==> config.mk <==
export PLATFORM = sky130hd
export DESIGN_NAME = expression_language_tokenizer_flat
export DESIGN_NICKNAME = d
export VERILOG_FILES = /design/src/sv/elt_pkg.sv /design/src/sv/elt_in_if.sv /design/src/sv/elt_out_if.sv /design/src/sv/elt_front.sv /design/src/sv/elt_scan.sv /design/src/sv/elt_obuf.sv /design/src/sv/expression_language_tokenizer.sv /design/src/flat_wrapper.sv
export SDC_FILE = /design/constraint.sdc
export NUM_CORES = 2
export LEC_CHECK = 0
export ABC_AREA = 0
export BUFFER_PORTS_ARGS = -buffer_cell sky130_fd_sc_hd__buf_2
export CAP_MARGIN = 20
export CORE_ASPECT_RATIO = 0.5
export CORE_MARGIN = 3
export CORE_UTILIZATION = 44
export CTS_CLUSTER_SIZE = 40
export DETAILED_ROUTE_END_ITERATION = 10
export MAX_ROUTING_LAYER = met4
export PLACE_DENSITY = 0.58
export SYNTH_ARGS = -nofsm -noshare
export SYNTH_HDL_FRONTEND = slang
export SYNTH_HIERARCHICAL = 1
export SYNTH_SLANG_ARGS = --single-unit
==> constraint.sdc <==
create_clock -name clk -period 15.5 [get_ports clk]
set_clock_uncertainty 0.05 [all_clocks]
set_input_delay 1.55 -clock clk [delete_from_list [all_inputs] [get_ports clk]]
set_output_delay 1.55 -clock clk [all_outputs]
set_load 0.05 [all_outputs]
==> src/sv/elt_pkg.sv <==
// Shared types and constants for the expression language tokenizer.
// Holds character classes, token kinds, scanner states and the token beat layout.
// No dependencies.
package elt_pkg;

  // Default lexeme length ceiling
  localparam int LEXEME_MAX_DEF = 255;

  // Queue depths between front, scanner and output
  localparam int CQ_DEPTH   = 2;
  localparam int OBUF_DEPTH = 4;

  // Characters with a role of their own
  localparam logic [7:0] CH_NL    = 8'h0A;
  localparam logic [7:0] CH_HASH  = "#";
  localparam logic [7:0] CH_QUOTE = "\"";
  localparam logic [7:0] CH_MINUS = "-";
  localparam logic [7:0] CH_DOT   = ".";
  localparam logic [7:0] CH_S     = "s";
  localparam logic [7:0] CH_P     = "p";

  // Token kinds
  localparam logic [4:0] K_SEMI   = 5'd0;
  localparam logic [4:0] K_PLUS   = 5'd1;
  localparam logic [4:0] K_SUB    = 5'd2;
  localparam logic [4:0] K_STAR   = 5'd3;
  localparam logic [4:0] K_LBRK   = 5'd4;
  localparam logic [4:0] K_RBRK   = 5'd5;
  localparam logic [4:0] K_LPAR   = 5'd6;
  localparam logic [4:0] K_RPAR   = 5'd7;
  localparam logic [4:0] K_LBRC   = 5'd8;
  localparam logic [4:0] K_RBRC   = 5'd9;
  localparam logic [4:0] K_COMMA  = 5'd10;
  localparam logic [4:0] K_IDENT  = 5'd11;
  localparam logic [4:0] K_SET    = 5'd12;
  localparam logic [4:0] K_PRINT  = 5'd13;
  localparam logic [4:0] K_INT    = 5'd14;
  localparam logic [4:0] K_FLOAT  = 5'd15;
  localparam logic [4:0] K_STR    = 5'd16;
  localparam logic [4:0] K_ERROR  = 5'd17;
  localparam logic [4:0] K_DONE   = 5'd18;

  // Keyword tracking codes
  localparam logic [1:0] KW_NONE  = 2'd0;
  localparam logic [1:0] KW_SET   = 2'd1;
  localparam logic [1:0] KW_PRINT = 2'd2;

  // Character classes produced by the front
  typedef enum logic [3:0] {
    CL_BLANK,
    CL_NL,
    CL_ALPHA,
    CL_DIGIT,
    CL_HASH,
    CL_QUOTE,
    CL_MINUS,
    CL_DOT,
    CL_PUNCT,
    CL_OTHER,
    CL_END
  } cls_t;

  // Scanner states, one-hot
  typedef enum logic [7:0] {
    ST_IDLE  = 8'b0000_0001,
    ST_WORD  = 8'b0000_0010,
    ST_TEXT  = 8'b0000_0100,
    ST_INT   = 8'b0000_1000,
    ST_FRAC  = 8'b0001_0000,
    ST_NOTE  = 8'b0010_0000,
    ST_MINUS = 8'b0100_0000,
    ST_DOT   = 8'b1000_0000
  } scan_st_t;

  // Classified character
  typedef struct packed {
    cls_t       cls;
    logic [7:0] ch;
    logic [4:0] pkind;
  } item_t;

  // Head of the class queue as seen by the scanner
  typedef struct packed {
    logic  valid;
    item_t item;
  } cq_head_t;

  // One token beat
  typedef struct packed {
    logic [4:0]         kind;
    logic [15:0]        line;
    logic [31:0]        start_pos;
    logic [7:0]         length;
    logic signed [31:0] int_value;
    logic [31:0]        frac_value;
    logic [7:0]         frac_digits;
    logic               saturated;
    logic               last_of_run;
  } tok_t;

  // Up to two tokens written into the output buffer per cycle
  typedef struct packed {
    logic v0;
    logic v1;
    tok_t t0;
    tok_t t1;
  } tok_push_t;

endpackage

==> src/sv/elt_in_if.sv <==
// Character channel of the tokenizer: valid/ready handshake with one byte per beat.
// No dependencies.
interface elt_in_if;
  logic       valid;
  logic       ready;
  logic [7:0] ch;
  logic       at_end;

  modport source (output valid, output ch, output at_end, input ready);
  modport sink   (input valid, input ch, input at_end, output ready);
endinterface

==> src/sv/elt_out_if.sv <==
// Token channel of the tokenizer: valid/ready handshake with one token per beat.
// No dependencies.
interface elt_out_if;
  logic               valid;
  logic               ready;
  logic [4:0]         kind;
  logic [15:0]        line;
  logic [31:0]        start_pos;
  logic [7:0]         length;
  logic signed [31:0] int_value;
  logic [31:0]        frac_value;
  logic [7:0]         frac_digits;
  logic               saturated;
  logic               last_of_run;

  modport source (output valid, output kind, output line, output start_pos, output length,
                  output int_value, output frac_value, output frac_digits,
                  output saturated, output last_of_run, input ready);
  modport sink   (input valid, input kind, input line, input start_pos, input length,
                  input int_value, input frac_value, input frac_digits,
                  input saturated, input last_of_run, output ready);
endinterface

==> src/sv/elt_front.sv <==
// Tokenizer front: takes character beats, classifies them and queues them.
// Depends on elt_pkg and elt_in_if.
module elt_front (
  input  logic             clk,
  input  logic             rst_n,
  elt_in_if.sink           in_ch,
  input  logic             pop,
  output elt_pkg::cq_head_t head
);
  import elt_pkg::*;

  localparam int AW = $clog2(CQ_DEPTH);
  localparam int CW = $clog2(CQ_DEPTH + 1);

  item_t         cls_item;
  item_t         q_r [CQ_DEPTH];
  logic [AW-1:0] wptr_r, wptr_nxt;
  logic [AW-1:0] rptr_r, rptr_nxt;
  logic [CW-1:0] cnt_r, cnt_nxt;
  logic          push;

  // Character classification
  always_comb begin
    cls_item.ch    = in_ch.ch;
    cls_item.pkind = K_ERROR;
    if (in_ch.at_end) begin
      cls_item.cls = CL_END;
    end else begin
      case (in_ch.ch) inside
        " ", 8'h09, 8'h0B, 8'h0C, 8'h0D:                  cls_item.cls = CL_BLANK;
        CH_NL:                                             cls_item.cls = CL_NL;
        ["a":"z"], ["A":"Z"]:                              cls_item.cls = CL_ALPHA;
        ["0":"9"]:                                         cls_item.cls = CL_DIGIT;
        CH_HASH:                                           cls_item.cls = CL_HASH;
        CH_QUOTE:                                          cls_item.cls = CL_QUOTE;
        CH_MINUS:                                          cls_item.cls = CL_MINUS;
        CH_DOT:                                            cls_item.cls = CL_DOT;
        ";", "+", "*", "[", "]", "(", ")", "{", "}", ",":  cls_item.cls = CL_PUNCT;
        default:                                           cls_item.cls = CL_OTHER;
      endcase
    end
    // Punctuation kind
    case (in_ch.ch)
      ";":     cls_item.pkind = K_SEMI;
      "+":     cls_item.pkind = K_PLUS;
      "*":     cls_item.pkind = K_STAR;
      "[":     cls_item.pkind = K_LBRK;
      "]":     cls_item.pkind = K_RBRK;
      "(":     cls_item.pkind = K_LPAR;
      ")":     cls_item.pkind = K_RPAR;
      "{":     cls_item.pkind = K_LBRC;
      "}":     cls_item.pkind = K_RBRC;
      ",":     cls_item.pkind = K_COMMA;
      default: cls_item.pkind = K_ERROR;
    endcase
  end

  // Queue control
  assign in_ch.ready = (cnt_r != CW'(CQ_DEPTH));
  assign push        = in_ch.valid && in_ch.ready;
  assign head.valid  = (cnt_r != '0);
  assign head.item   = q_r[rptr_r];

  always_comb begin
    wptr_nxt = push ? wptr_r + AW'(1) : wptr_r;
    rptr_nxt = pop ? rptr_r + AW'(1) : rptr_r;
    cnt_nxt  = cnt_r + CW'(push) - CW'(pop);
  end

  always_ff @(posedge clk) begin
    if (!rst_n) begin
      wptr_r <= '0;
      rptr_r <= '0;
      cnt_r  <= '0;
    end else begin
      wptr_r <= wptr_nxt;
      rptr_r <= rptr_nxt;
      cnt_r  <= cnt_nxt;
    end
  end

  // Queue storage
  always_ff @(posedge clk) begin
    if (push) begin
      q_r[wptr_r] <= cls_item;
    end
  end

`ifndef SYNTHESIS
  a_cq_pop_nonempty: assert property (@(posedge clk) disable iff (!rst_n)
    pop |-> head.valid)
    else $error("class queue popped while empty");
`endif

endmodule

==> src/sv/elt_scan.sv <==
// Tokenizer back end: scanner state machine over classified characters.
// Emits up to two token beats per character into the output buffer.
// Depends on elt_pkg.
module elt_scan #(
  parameter int LEXEME_MAX = elt_pkg::LEXEME_MAX_DEF
) (
  input  logic               clk,
  input  logic               rst_n,
  input  elt_pkg::cq_head_t  head,
  input  logic               space,
  output logic               pop,
  output elt_pkg::tok_push_t push
);
  import elt_pkg::*;

  localparam int LenW = $clog2(LEXEME_MAX + 1);

  scan_st_t           st_r, st_nxt;
  logic [15:0]        line_r, line_nxt;
  logic [31:0]        pos_r, pos_nxt;
  logic [31:0]        tstart_r, tstart_nxt;
  logic [LenW-1:0]    tlen_r, tlen_nxt;
  logic [1:0]         kw_r, kw_nxt;
  logic [31:0]        iacc_r, iacc_nxt;
  logic [31:0]        facc_r, facc_nxt;
  logic [7:0]         fcnt_r, fcnt_nxt;
  logic               neg_r, neg_nxt;
  logic               sat_r, sat_nxt;
  logic               fin_r, fin_nxt;

  logic               go;
  item_t              it;
  logic [3:0]         dval;
  logic [7:0]         len8;
  logic signed [31:0] ival_s;
  logic [LenW-1:0]    g_len;
  logic               g_sat;
  logic [35:0]        iv_w, fv_w, ilim;
  logic [31:0]        id_v, fd_v;
  logic               id_sat, fd_sat;
  logic [7:0]         fc_v;
  logic               fc_sat;
  tok_t               ft, e0, e1;
  logic               ft_v, e0_v, e1_v;
  logic               do_flush, do_idle;

  function automatic tok_t mk_tok(input logic [4:0] kind, input logic [15:0] ln,
                                  input logic [31:0] start, input logic [7:0] len,
                                  input logic signed [31:0] ival, input logic [31:0] fval,
                                  input logic [7:0] fdig, input logic sat);
    tok_t t;
    t.kind        = kind;
    t.line        = ln;
    t.start_pos   = start;
    t.length      = len;
    t.int_value   = ival;
    t.frac_value  = fval;
    t.frac_digits = fdig;
    t.saturated   = sat;
    t.last_of_run = 1'b0;
    return t;
  endfunction

  // Keyword match update for the character at lexeme index i (i >= 1)
  function automatic logic [1:0] kw_step(input logic [1:0] kw, input logic [LenW-1:0] i,
                                         input logic [7:0] c);
    logic [7:0] want;
    logic       ok;
    want = 8'h00;
    ok   = 1'b0;
    if (kw == KW_SET) begin
      case (i)
        LenW'(1): want = "e";
        LenW'(2): want = "t";
        default:  want = 8'h00;
      endcase
      ok = (i < LenW'(3)) && (want == c);
    end else if (kw == KW_PRINT) begin
      case (i)
        LenW'(1): want = "r";
        LenW'(2): want = "i";
        LenW'(3): want = "n";
        LenW'(4): want = "t";
        default:  want = 8'h00;
      endcase
      ok = (i < LenW'(5)) && (want == c);
    end
    return ok ? kw : KW_NONE;
  endfunction

  assign go   = head.valid && space;
  assign pop  = go;
  assign it   = head.item;
  assign dval = it.ch[3:0];
  assign len8 = 8'(tlen_r);

  // Lexeme growth, number accumulation
  always_comb begin
    ival_s = neg_r ? -$signed(iacc_r) : $signed(iacc_r);
    if (tlen_r < LenW'(LEXEME_MAX)) begin
      g_len = tlen_r + LenW'(1);
      g_sat = 1'b0;
    end else begin
      g_len = tlen_r;
      g_sat = 1'b1;
    end
    ilim = neg_r ? 36'h0_8000_0000 : 36'h0_7FFF_FFFF;
    iv_w = {1'b0, iacc_r, 3'b000} + {3'b000, iacc_r, 1'b0} + {32'h0, dval};
    if (iv_w > ilim) begin
      id_v   = ilim[31:0];
      id_sat = 1'b1;
    end else begin
      id_v   = iv_w[31:0];
      id_sat = 1'b0;
    end
    fv_w = {1'b0, facc_r, 3'b000} + {3'b000, facc_r, 1'b0} + {32'h0, dval};
    if (fv_w > 36'h0_FFFF_FFFF) begin
      fd_v   = 32'hFFFF_FFFF;
      fd_sat = 1'b1;
    end else begin
      fd_v   = fv_w[31:0];
      fd_sat = 1'b0;
    end
    if (fcnt_r != 8'hFF) begin
      fc_v   = fcnt_r + 8'd1;
      fc_sat = 1'b0;
    end else begin
      fc_v   = fcnt_r;
      fc_sat = 1'b1;
    end
  end

  // Token for the pending lexeme, if any
  always_comb begin
    ft_v = 1'b1;
    ft   = mk_tok(K_ERROR, line_r, tstart_r, len8, '0, '0, '0, sat_r);
    case (st_r)
      ST_WORD: begin
        if (kw_r == KW_SET && tlen_r == LenW'(3)) begin
          ft.kind = K_SET;
        end else if (kw_r == KW_PRINT && tlen_r == LenW'(5)) begin
          ft.kind = K_PRINT;
        end else begin
          ft.kind = K_IDENT;
        end
      end
      ST_INT:   ft = mk_tok(K_INT, line_r, tstart_r, len8, ival_s, '0, '0, sat_r);
      ST_FRAC:  ft = mk_tok(K_FLOAT, line_r, tstart_r, len8, ival_s, facc_r, fcnt_r, sat_r);
      ST_MINUS: ft = mk_tok(K_SUB, line_r, tstart_r, 8'd1, '0, '0, '0, 1'b0);
      ST_DOT:   ft = mk_tok(K_ERROR, line_r, tstart_r, len8, '0, '0, '0, sat_r);
      default:  ft_v = 1'b0;
    endcase
  end

  // Scanner next state and emitted tokens
  always_comb begin
    st_nxt     = st_r;
    line_nxt   = line_r;
    pos_nxt    = pos_r;
    tstart_nxt = tstart_r;
    tlen_nxt   = tlen_r;
    kw_nxt     = kw_r;
    iacc_nxt   = iacc_r;
    facc_nxt   = facc_r;
    fcnt_nxt   = fcnt_r;
    neg_nxt    = neg_r;
    sat_nxt    = sat_r;
    fin_nxt    = fin_r;
    e0_v       = 1'b0;
    e1_v       = 1'b0;
    e0         = '0;
    e1         = '0;
    do_flush   = 1'b0;
    do_idle    = 1'b0;

    if (go) begin
      if (fin_r) begin
        e1_v = 1'b1;
        e1   = mk_tok(K_DONE, line_r, pos_r, '0, '0, '0, '0, 1'b0);
      end else if (it.cls == CL_END) begin
        do_flush = 1'b1;
        e1_v     = 1'b1;
        e1       = mk_tok(K_DONE, line_r, pos_r, '0, '0, '0, '0, 1'b0);
        fin_nxt  = 1'b1;
      end else begin
        pos_nxt = pos_r + 32'd1;
        if (it.cls == CL_NL) begin
          // newline closes everything; an open string becomes an error
          if (st_r == ST_TEXT) begin
            e0_v = 1'b1;
            e0   = mk_tok(K_ERROR, line_r, tstart_r, len8, '0, '0, '0, sat_r);
          end else begin
            do_flush = 1'b1;
          end
          st_nxt = ST_IDLE;
          if (line_r != 16'hFFFF) begin
            line_nxt = line_r + 16'd1;
          end
        end else begin
          case (st_r)
            ST_IDLE: do_idle = 1'b1;
            ST_NOTE: ;
            ST_TEXT: begin
              if (it.cls == CL_QUOTE) begin
                e0_v   = 1'b1;
                e0     = mk_tok(K_STR, line_r, tstart_r, len8, '0, '0, '0, sat_r);
                st_nxt = ST_IDLE;
              end else begin
                tlen_nxt = g_len;
                sat_nxt  = sat_r | g_sat;
              end
            end
            ST_WORD: begin
              if (it.cls == CL_ALPHA || it.cls == CL_DIGIT) begin
                kw_nxt   = kw_step(kw_r, tlen_r, it.ch);
                tlen_nxt = g_len;
                sat_nxt  = sat_r | g_sat;
              end else begin
                do_flush = 1'b1;
                do_idle  = 1'b1;
              end
            end
            ST_INT: begin
              if (it.cls == CL_DIGIT) begin
                tlen_nxt = g_len;
                iacc_nxt = id_v;
                sat_nxt  = sat_r | g_sat | id_sat;
              end else if (it.cls == CL_DOT) begin
                tlen_nxt = g_len;
                sat_nxt  = sat_r | g_sat;
                st_nxt   = ST_DOT;
              end else begin
                do_flush = 1'b1;
                do_idle  = 1'b1;
              end
            end
            ST_DOT, ST_FRAC: begin
              if (it.cls == CL_DIGIT) begin
                tlen_nxt = g_len;
                facc_nxt = fd_v;
                fcnt_nxt = fc_v;
                sat_nxt  = sat_r | g_sat | fd_sat | fc_sat;
                st_nxt   = ST_FRAC;
              end else begin
                do_flush = 1'b1;
                do_idle  = 1'b1;
              end
            end
            ST_MINUS: begin
              // accumulator is clear here, so a single digit never saturates
              if (it.cls == CL_DIGIT) begin
                neg_nxt  = 1'b1;
                tlen_nxt = g_len;
                sat_nxt  = sat_r | g_sat;
                iacc_nxt = {28'h0, dval};
                st_nxt   = ST_INT;
              end else begin
                do_flush = 1'b1;
                do_idle  = 1'b1;
              end
            end
            default: st_nxt = ST_IDLE;
          endcase
        end
      end

      // Close the pending lexeme
      if (do_flush) begin
        e0_v   = ft_v;
        e0     = ft;
        st_nxt = ST_IDLE;
      end

      // Character seen between tokens
      if (do_idle) begin
        st_nxt = ST_IDLE;
        case (it.cls)
          CL_BLANK: ;
          CL_HASH:  st_nxt = ST_NOTE;
          CL_ALPHA, CL_DIGIT, CL_QUOTE, CL_MINUS: begin
            tstart_nxt = pos_r;
            tlen_nxt   = LenW'(1);
            kw_nxt     = KW_NONE;
            iacc_nxt   = '0;
            facc_nxt   = '0;
            fcnt_nxt   = '0;
            neg_nxt    = 1'b0;
            sat_nxt    = 1'b0;
            case (it.cls)
              CL_ALPHA: begin
                st_nxt = ST_WORD;
                if (it.ch == CH_S) begin
                  kw_nxt = KW_SET;
                end else if (it.ch == CH_P) begin
                  kw_nxt = KW_PRINT;
                end
              end
              CL_DIGIT: begin
                st_nxt   = ST_INT;
                iacc_nxt = {28'h0, dval};
              end
              CL_QUOTE: begin
                st_nxt     = ST_TEXT;
                tstart_nxt = pos_r + 32'd1;
                tlen_nxt   = '0;
              end
              default:  st_nxt = ST_MINUS;
            endcase
          end
          CL_PUNCT: begin
            e1_v = 1'b1;
            e1   = mk_tok(it.pkind, line_r, pos_r, 8'd1, '0, '0, '0, 1'b0);
          end
          default: begin
            e1_v = 1'b1;
            e1   = mk_tok(K_ERROR, line_r, pos_r, 8'd1, '0, '0, '0, 1'b0);
          end
        endcase
      end
    end
  end

  // Pack emitted tokens in order, mark the last one
  always_comb begin
    push.v0 = e0_v | e1_v;
    push.v1 = e0_v & e1_v;
    push.t0 = e0_v ? e0 : e1;
    push.t1 = e1;
    push.t0.last_of_run = !(e0_v & e1_v);
    push.t1.last_of_run = 1'b1;
  end

  always_ff @(posedge clk) begin
    if (!rst_n) begin
      st_r     <= ST_IDLE;
      line_r   <= '0;
      pos_r    <= '0;
      tstart_r <= '0;
      tlen_r   <= '0;
      kw_r     <= KW_NONE;
      iacc_r   <= '0;
      facc_r   <= '0;
      fcnt_r   <= '0;
      neg_r    <= 1'b0;
      sat_r    <= 1'b0;
      fin_r    <= 1'b0;
    end else begin
      st_r     <= st_nxt;
      line_r   <= line_nxt;
      pos_r    <= pos_nxt;
      tstart_r <= tstart_nxt;
      tlen_r   <= tlen_nxt;
      kw_r     <= kw_nxt;
      iacc_r   <= iacc_nxt;
      facc_r   <= facc_nxt;
      fcnt_r   <= fcnt_nxt;
      neg_r    <= neg_nxt;
      sat_r    <= sat_nxt;
      fin_r    <= fin_nxt;
    end
  end

`ifndef SYNTHESIS
  a_fin_sticky: assert property (@(posedge clk) disable iff (!rst_n)
    fin_r |=> fin_r)
    else $error("finished flag dropped without reset");
  a_done_only: assert property (@(posedge clk) disable iff (!rst_n)
    (go && fin_r) |-> (push.v0 && !push.v1 && push.t0.kind == K_DONE))
    else $error("item after done did not give a single done token");
  a_pos_step: assert property (@(posedge clk) disable iff (!rst_n)
    (go && !fin_r && it.cls != CL_END) |=> (pos_r == $past(pos_r) + 32'd1))
    else $error("position did not advance on a character");
`endif

endmodule

==> src/sv/elt_obuf.sv <==
// Tokenizer output buffer: small FIFO taking up to two tokens per cycle.
// Drives the token channel. Depends on elt_pkg and elt_out_if.
module elt_obuf (
  input  logic               clk,
  input  logic               rst_n,
  input  elt_pkg::tok_push_t push,
  output logic               space,
  elt_out_if.source          out_tok
);
  import elt_pkg::*;

  localparam int AW = $clog2(OBUF_DEPTH);
  localparam int CW = AW + 1;

  tok_t          ob_r [OBUF_DEPTH];
  tok_t          hd;
  logic [AW-1:0] wptr_r, wptr_nxt;
  logic [AW-1:0] rptr_r, rptr_nxt;
  logic [CW-1:0] cnt_r, cnt_nxt;
  logic          pop;

  // Room for a two-token beat pair
  assign space = (cnt_r <= CW'(OBUF_DEPTH - 2));
  assign pop   = out_tok.valid && out_tok.ready;

  always_comb begin
    wptr_nxt = wptr_r + AW'(push.v0) + AW'(push.v1);
    rptr_nxt = pop ? rptr_r + AW'(1) : rptr_r;
    cnt_nxt  = cnt_r + CW'(push.v0) + CW'(push.v1) - CW'(pop);
  end

  always_ff @(posedge clk) begin
    if (!rst_n) begin
      wptr_r <= '0;
      rptr_r <= '0;
      cnt_r  <= '0;
    end else begin
      wptr_r <= wptr_nxt;
      rptr_r <= rptr_nxt;
      cnt_r  <= cnt_nxt;
    end
  end

  // Storage
  always_ff @(posedge clk) begin
    if (push.v0) begin
      ob_r[wptr_r] <= push.t0;
    end
    if (push.v1) begin
      ob_r[wptr_r + AW'(1)] <= push.t1;
    end
  end

  // Head beat to the channel
  assign hd                  = ob_r[rptr_r];
  assign out_tok.valid       = (cnt_r != '0);
  assign out_tok.kind        = hd.kind;
  assign out_tok.line        = hd.line;
  assign out_tok.start_pos   = hd.start_pos;
  assign out_tok.length      = hd.length;
  assign out_tok.int_value   = hd.int_value;
  assign out_tok.frac_value  = hd.frac_value;
  assign out_tok.frac_digits = hd.frac_digits;
  assign out_tok.saturated   = hd.saturated;
  assign out_tok.last_of_run = hd.last_of_run;

`ifndef SYNTHESIS
  a_ob_room: assert property (@(posedge clk) disable iff (!rst_n)
    push.v0 |-> (cnt_r <= CW'(OBUF_DEPTH - 2)))
    else $error("tokens pushed without room for two");
  a_ob_order: assert property (@(posedge clk) disable iff (!rst_n)
    push.v1 |-> (push.v0 && !push.t0.last_of_run && push.t1.last_of_run))
    else $error("second token without first or with wrong last marker");
`endif

endmodule

==> src/sv/expression_language_tokenizer.sv <==
// Expression language tokenizer, top level.
// Depends on elt_pkg, elt_in_if, elt_out_if, elt_front, elt_scan and elt_obuf.
//
// Usage:
//   in_ch carries one character per beat (ch), or an end marker (at_end = 1).
//   out_tok carries tokens: kind, line, start_pos, length, numeric fields,
//   saturated, and last_of_run on the final token caused by a character.
//   A character gives zero, one or two tokens; an end marker flushes a
//   pending token and gives done; later beats each give one more done.
// Path: the beat that completes a token is registered in the class queue,
//   then the scanner writes the token into the output buffer, which
//   presents it on out_tok; the scanner waits while that buffer is full.
// Throughput: one character per cycle sustained. The scanner takes a
//   character whenever the 4-entry output buffer has room for two tokens;
//   with out_tok.ready high the buffer drains one token a cycle, so only
//   bursts of two-token characters can fill it.
// Stall: when out_tok.ready is low the buffer fills, the scanner stops, the
//   2-entry class queue fills and in_ch.ready drops. Nothing is lost.
// Reset: rst_n low (synchronous) empties both queues and returns the
//   scanner to idle with line and position at zero.
module expression_language_tokenizer #(
  parameter int LEXEME_MAX = elt_pkg::LEXEME_MAX_DEF
) (
  input  logic      clk,
  input  logic      rst_n,
  elt_in_if.sink    in_ch,
  elt_out_if.source out_tok
);
  import elt_pkg::*;

  cq_head_t  head;
  logic      pop;
  logic      space;
  tok_push_t push;

  // Classify and queue characters
  elt_front u_front (
    .clk   (clk),
    .rst_n (rst_n),
    .in_ch (in_ch),
    .pop   (pop),
    .head  (head)
  );

  // Scanner
  elt_scan #(
    .LEXEME_MAX (LEXEME_MAX)
  ) u_scan (
    .clk   (clk),
    .rst_n (rst_n),
    .head  (head),
    .space (space),
    .pop   (pop),
    .push  (push)
  );

  // Output buffer
  elt_obuf u_obuf (
    .clk     (clk),
    .rst_n   (rst_n),
    .push    (push),
    .space   (space),
    .out_tok (out_tok)
  );

endmodule
==> src/flat_wrapper.sv <==
// flat-port wrapper written by rule: the top's interface ports become plain ports
module expression_language_tokenizer_flat import elt_pkg::*;
#(
  parameter int LEXEME_MAX = elt_pkg::LEXEME_MAX_DEF
)
  (clk, rst_n, in_ch_valid, in_ch_ch, in_ch_at_end, in_ch_ready, out_tok_valid, out_tok_kind, out_tok_line, out_tok_start_pos, out_tok_length, out_tok_int_value, out_tok_frac_value, out_tok_frac_digits, out_tok_saturated, out_tok_last_of_run, out_tok_ready);
  elt_in_if in_ch_i ();
  elt_out_if out_tok_i ();
  input  logic clk;
  input  logic rst_n;
  input wire logic [$bits(in_ch_i.valid)-1:0] in_ch_valid;
  input wire logic [$bits(in_ch_i.ch)-1:0] in_ch_ch;
  input wire logic [$bits(in_ch_i.at_end)-1:0] in_ch_at_end;
  output wire logic [$bits(in_ch_i.ready)-1:0] in_ch_ready;
  output wire logic [$bits(out_tok_i.valid)-1:0] out_tok_valid;
  output wire logic [$bits(out_tok_i.kind)-1:0] out_tok_kind;
  output wire logic [$bits(out_tok_i.line)-1:0] out_tok_line;
  output wire logic [$bits(out_tok_i.start_pos)-1:0] out_tok_start_pos;
  output wire logic [$bits(out_tok_i.length)-1:0] out_tok_length;
  output wire logic [$bits(out_tok_i.int_value)-1:0] out_tok_int_value;
  output wire logic [$bits(out_tok_i.frac_value)-1:0] out_tok_frac_value;
  output wire logic [$bits(out_tok_i.frac_digits)-1:0] out_tok_frac_digits;
  output wire logic [$bits(out_tok_i.saturated)-1:0] out_tok_saturated;
  output wire logic [$bits(out_tok_i.last_of_run)-1:0] out_tok_last_of_run;
  input wire logic [$bits(out_tok_i.ready)-1:0] out_tok_ready;
  assign in_ch_i.valid = in_ch_valid;
  assign in_ch_i.ch = in_ch_ch;
  assign in_ch_i.at_end = in_ch_at_end;
  assign in_ch_ready = in_ch_i.ready;
  assign out_tok_valid = out_tok_i.valid;
  assign out_tok_kind = out_tok_i.kind;
  assign out_tok_line = out_tok_i.line;
  assign out_tok_start_pos = out_tok_i.start_pos;
  assign out_tok_length = out_tok_i.length;
  assign out_tok_int_value = out_tok_i.int_value;
  assign out_tok_frac_value = out_tok_i.frac_value;
  assign out_tok_frac_digits = out_tok_i.frac_digits;
  assign out_tok_saturated = out_tok_i.saturated;
  assign out_tok_last_of_run = out_tok_i.last_of_run;
  assign out_tok_i.ready = out_tok_ready;
  expression_language_tokenizer #(.LEXEME_MAX(LEXEME_MAX)) u_core (.clk(clk), .rst_n(rst_n), .in_ch(in_ch_i), .out_tok(out_tok_i));
endmodule
# Yosys cells after proc, flatten, opt, wreduce, memory -nomap -nowiden
# Memories as Yosys holds them, arrays and structs flattened. A register that Yosys moved wholly into a read port is not among the register bits.
# Index checks and enable logic that the tools add are counted.
# word_totals
reg_bits	184
mem_bits_rw	574
input_bits	13
output_inout_bits	137
mem_count	2
# op_classes
addsub	20
n_lt_le_gt_ge	12
n_eq_ne	59
mux	182
bitwise	8
n_reduce_logical	28
# memory_table
name	words	width	rd	rd_clocked_by_memory_dff	wr	line	text
u_core.u_obuf.ob_r	4	135	1	1	2	elt_obuf.sv:15	tok_t ob_r [OBUF_DEPTH];
u_core.u_front.q_r	2	17	1	1	1	elt_front.sv:16	item_t q_r [CQ_DEPTH];
# op_table
operator	n
$mux W135	13
$mux W32	19
$mux W8	44
$pmux W135 S2	1
$pmux W82 S3	1
$eq A8 B6 Y1 const B	12
$add A35 B33 Y36	2
$add A36 B4 Y36	2
$mux W1	67
$pmux W32 S2	1
$eq A8 B7 Y1 const B	7
$pmux W5 S10	1
$eq A8 B4 Y1 const B	6
$mux W4	10
$pmux W8 S5	1
$gt A36 B32 Y1	1
$gt A36 B32 Y1 const B	1
$add A32 B1 Y32 const B	1
$neg A32 Y32	1
$pmux W8 S4	1
$pmux W7 S2	2
$pmux W7 S4	1
$mux W2	13
$eq A8 B2 Y1 const B	3
other kinds (59)	98

# Longest topological paths before layout
# depth
depth_word	28
ltp_mapped	26
ltp_nobuf	22

# Cells and area by module
# The synthesis kept the hierarchy.
# by_module_without_submodules
mod	n_inst	cells_each	area_per_inst_um2
elt_obuf	1	1354	26837.0
elt_scan	1	2092	16244.3
elt_front	1	143	1905.6

# Worst setup path after synthesis
# Ideal clock, no wire load.
# synth_path
kind	reg2reg
start	register with a tool-made name
end	memory u_core/u_obuf/ob_r[0][0] (netlist name), enable pin
setup_ns	0.826
t_arrival_ns	12.959
slack_ns	1.665
stages_incl_launch_ff	17
n_path_buf	4
period_less_slack_ns	13.835
cell_sequence	dfxtp_1 -> clkbuf_1 -> buf_2 -> mux2_2 -> clkbuf_1 -> nor2b_1 -> and2_1 -> o22ai_1 -> a21oi_1 -> a21oi_1 -> nor2b_1 -> inv_1 -> a21oi_1 -> nand2b_1 -> buf_2 -> inv_1 -> o31ai_1
# synth_rtl
item	line
end, declared	elt_obuf.sv:15

==> flow_metrics.env <==
export IMPL_ctsResizeCount=0
export IMPL_yosysUniqueCellTypes=95
export IMPL_hold_buffers=0
export IMPL_rows=82
export IMPL_port_buffers=149
export IMPL_finalHoldViolCount=0
export IMPL_finalWirelength_mm=109
export IMPL_synth_edf_count=574
export IMPL_die_w_um=458
export IMPL_cts_sinks=761
export IMPL_nets=3847
export IMPL_root_buffer="clkbuf_16"
export IMPL_vias=28600
export IMPL_postCtsSetupBuffers=0
export IMPL_worst_setup_path_end_kind="flip-flop"
export IMPL_ys_flop_type="edfxtp_1"
export IMPL_area_growth_pct=8.71
export IMPL_leakage_nw=18.8
export IMPL_fmax_ghz=0.134
export IMPL_ys_seq_elements=761
export IMPL_drt_vias_per_instance=5.65
export IMPL_synthesis_instances=3589
export IMPL_setup_tns_ns=0
export IMPL_core_mm2=0.101
export IMPL_worst_slew_pin_slew_ns=1.06
export IMPL_avgSynthCellArea_um2=12.5
export IMPL_grt_max_degree=79
export IMPL_numCtsBuffers=76
export IMPL_min_period_ns=7.47
export IMPL_final_common_cell="edfxtp_1"
export IMPL_yosysWarnings=6
export IMPL_clk_pin_slew_ns=0.06
export IMPL_antenna_found_initial=2
export IMPL_crit_chain="mux2_2 > ha_1 > ha_1 > fa_1 > a211oi_1 > o211ai_1 > a221oi_2 > o21ai_0 > xor2_1 > ha_1 > nand4_1 > nor4_1 > a221oi_1 > a311o_1 > a22o_1 > nand4b_2 > or2_1 > buf_4 > mux2_1 > a22o_1"
export IMPL_clk_latency_ns=0.66
export IMPL_start_kind="flip-flop"
export IMPL_ys_seq_area_share_pct=46.6
export IMPL_cts_max_level=3
export IMPL_setup_violations=0
export IMPL_die_area_mm2=0.106
export IMPL_crit_arrival_ns=7.97
export IMPL_routedWlPerCell_um=21.5
export IMPL_grt_pass1_wl_mm=171
export IMPL_netlist_area_mm2=0.0450
export IMPL_crit_buf_inv=1
export IMPL_cts_path_max_buffers=3
export IMPL_cp_common_cell="ha_1"
export IMPL_dr_pass1_iters=5
export IMPL_timing_slew_headroom_pct=29.6
export IMPL_power_density_mw_per_mm2=132
export IMPL_start_util_pct=44.7
export IMPL_grt_pass1_vias=28800
export IMPL_async_flop_share_pct=0
export IMPL_gp_congestion=0.898
export IMPL_io_pins=150
export IMPL_path_class="reg -> reg"
export IMPL_dp_hpwl_mm=70.1
export IMPL_utilization_pct=48.5
export IMPL_cts_tree="yes"
export IMPL_drtIter0Drc=1961
export IMPL_status="finished clean"
export IMPL_cap_violations=0
export IMPL_slowest_delay_ns=0.81
export IMPL_drive_gt1_share_pct=29.4
export IMPL_drc=0
export IMPL_die_y_um=232
export IMPL_ir_worst_vdd_mv=0.0819
export IMPL_hp_class="reg -> reg"
export IMPL_fin_crit_sh_pct=48.2
export IMPL_path_max_fanout=19
export IMPL_track_usage_pct=20.9
export IMPL_cp_top_family="compound AO/OA/AOI/OAI gates"
export IMPL_antenna_left=0
export IMPL_final_cell_mix="edfxtp_1 (574), mux2_2 (480), nor2_1 (198)"
export IMPL_rsz0062_at_grt="no"
export IMPL_critPathRequiredTime_ns=16.00
export IMPL_slowest_stage="dfxtp_1"
export IMPL_drv_slew=0
export IMPL_grt_ovfl_total=0
sequential cells by signal, indices dropped and copies added (netlist names), 2 cells and up, named ones only:
signal	flops
u_core/u_scan/kw_r	2
u_core/u_obuf/ob_r	540
u_core/u_front/cnt_r	2
u_core/u_scan/iacc_r	32
u_core/u_scan/st_r	8
u_core/u_scan/pos_r	32
u_core/u_scan/fcnt_r	8
u_core/u_obuf/cnt_r	3
u_core/u_scan/line_r	16
u_core/u_scan/tstart_r	32
u_core/u_obuf/rptr_r	2
u_core/u_front/q_r	34
u_core/u_scan/len8	8
u_core/u_scan/facc_r	32
u_core/u_obuf/wptr_r	2
stage by stage:
step | hold WS, ns | cells | cell area, um2 | setup slack [ns] | power [W]
3_3_place_gp | 0.403 | 4923 | 46400 | 8.14 | 0.00464
6_report | 0.430 | 5066 | 48900 | 8.03 | 0.00644
5_1_grt | 0.464 | 5065 | 48900 | 7.50 | 0.00672
3_5_place_dp | 0.418 | 4923 | 46400 | 8.06 | 0.00465
4_1_cts | 0.426 | 5064 | 48900 | 8.00 | 0.00653
2_1_floorplan | 0.397 | 3668 | 45300 | 1.66 | 0.00417
worst reg2reg max path: cells and delay by family, from the launching register on:
family                   cells  cell delay, ns
flip-flops                   1            0.81
XOR/XNOR                     1            0.20
adder cells (fa/ha/maj)      4            1.41
buffers and inverters        1            0.46
AO/OA/AOI/OAI                8            2.18
multiplexers                 2            0.90
AND/OR/NAND/NOR              4            1.35
layout make-up:
type                            instances  area [um2]
Fill cell                            8941       51800
Multi-Input combinational cell       2568       22500
Sequential cell                       761       21000
Clock buffer                          105        2120
Tap cell                             1344        1680
Timing Repair Buffer                  199        1120
Clock inverter                         36         329
Inverter                               51         193
Antenna cell                            2        5.00
cell usage after synthesis (23+ instances only):
cell / n / area share (%)
mux2_4: 132 / 4.4
buf_6: 28 / 0.70
a21o_1: 38 / 0.63
inv_1: 51 / 0.43
mux2_2: 480 / 12
nor2_1: 204 / 1.7
clkbuf_1: 99 / 0.83
dfxtp_1: 187 / 8.3
a22o_1: 29 / 0.56
nand4_1: 38 / 0.53
xnor2_1: 63 / 1.2
mux4_2: 135 / 6.8
o21ai_0: 122 / 1.4
ha_1: 170 / 4.7
a211oi_1: 46 / 0.77
and2_1: 133 / 1.8
a31oi_1: 23 / 0.32
xor2_1: 98 / 1.9
or3_1: 31 / 0.43
buf_4: 90 / 1.5
a21oi_1: 155 / 1.7
buf_2: 68 / 0.76
edfxtp_1: 574 / 38
nand2_1: 194 / 1.6
nor3_1: 52 / 0.58
nand3_1: 59 / 0.66
per-layer routing:
layer  up-vias  GRT usage (%)  part of all wire, %
li1      13700              -                    -
met1     14300           28.7                   48
met2       544           33.0                   46
met3       118           3.41                  4.2
met4         0           4.27                  1.8
met5         -              -                    0
power by group:
group	switching, W	total [W]	internal [W]	leakage [nW]
sequential	0.000110	0.00256	0.00245	6.55
clock	0.000815	0.00186	0.00105	1.20
combinational	0.00144	0.00201	0.000578	11.0
worst paths after layout:
check                       endpoint  cells after the start                    start  slack, ns
min reg2reg                flip-flop                      2  u_core/u_obuf/rptr_r[0]       0.43
max          u_core/u_scan/iacc_r[4]                     20                flip-flop       8.03
max reg2reg  u_core/u_scan/iacc_r[4]                     20                flip-flop       8.03
min                        flip-flop                      2  u_core/u_obuf/rptr_r[0]       0.43
cells by family after synthesis:
family / Yosys count / synth area share, %
AOI/OAI and AO/OA: 566 / 8.17
DFF: 761 / 46.6
other: 2 / 0.0167
and+or+nand+nor: 820 / 9.14
xor gates and xnor gates: 161 / 3.13
muxes: 763 / 23.5
adders and majority gates: 177 / 5.04
buffers and inverters: 339 / 4.31
(Power assumes the default switching activity.)
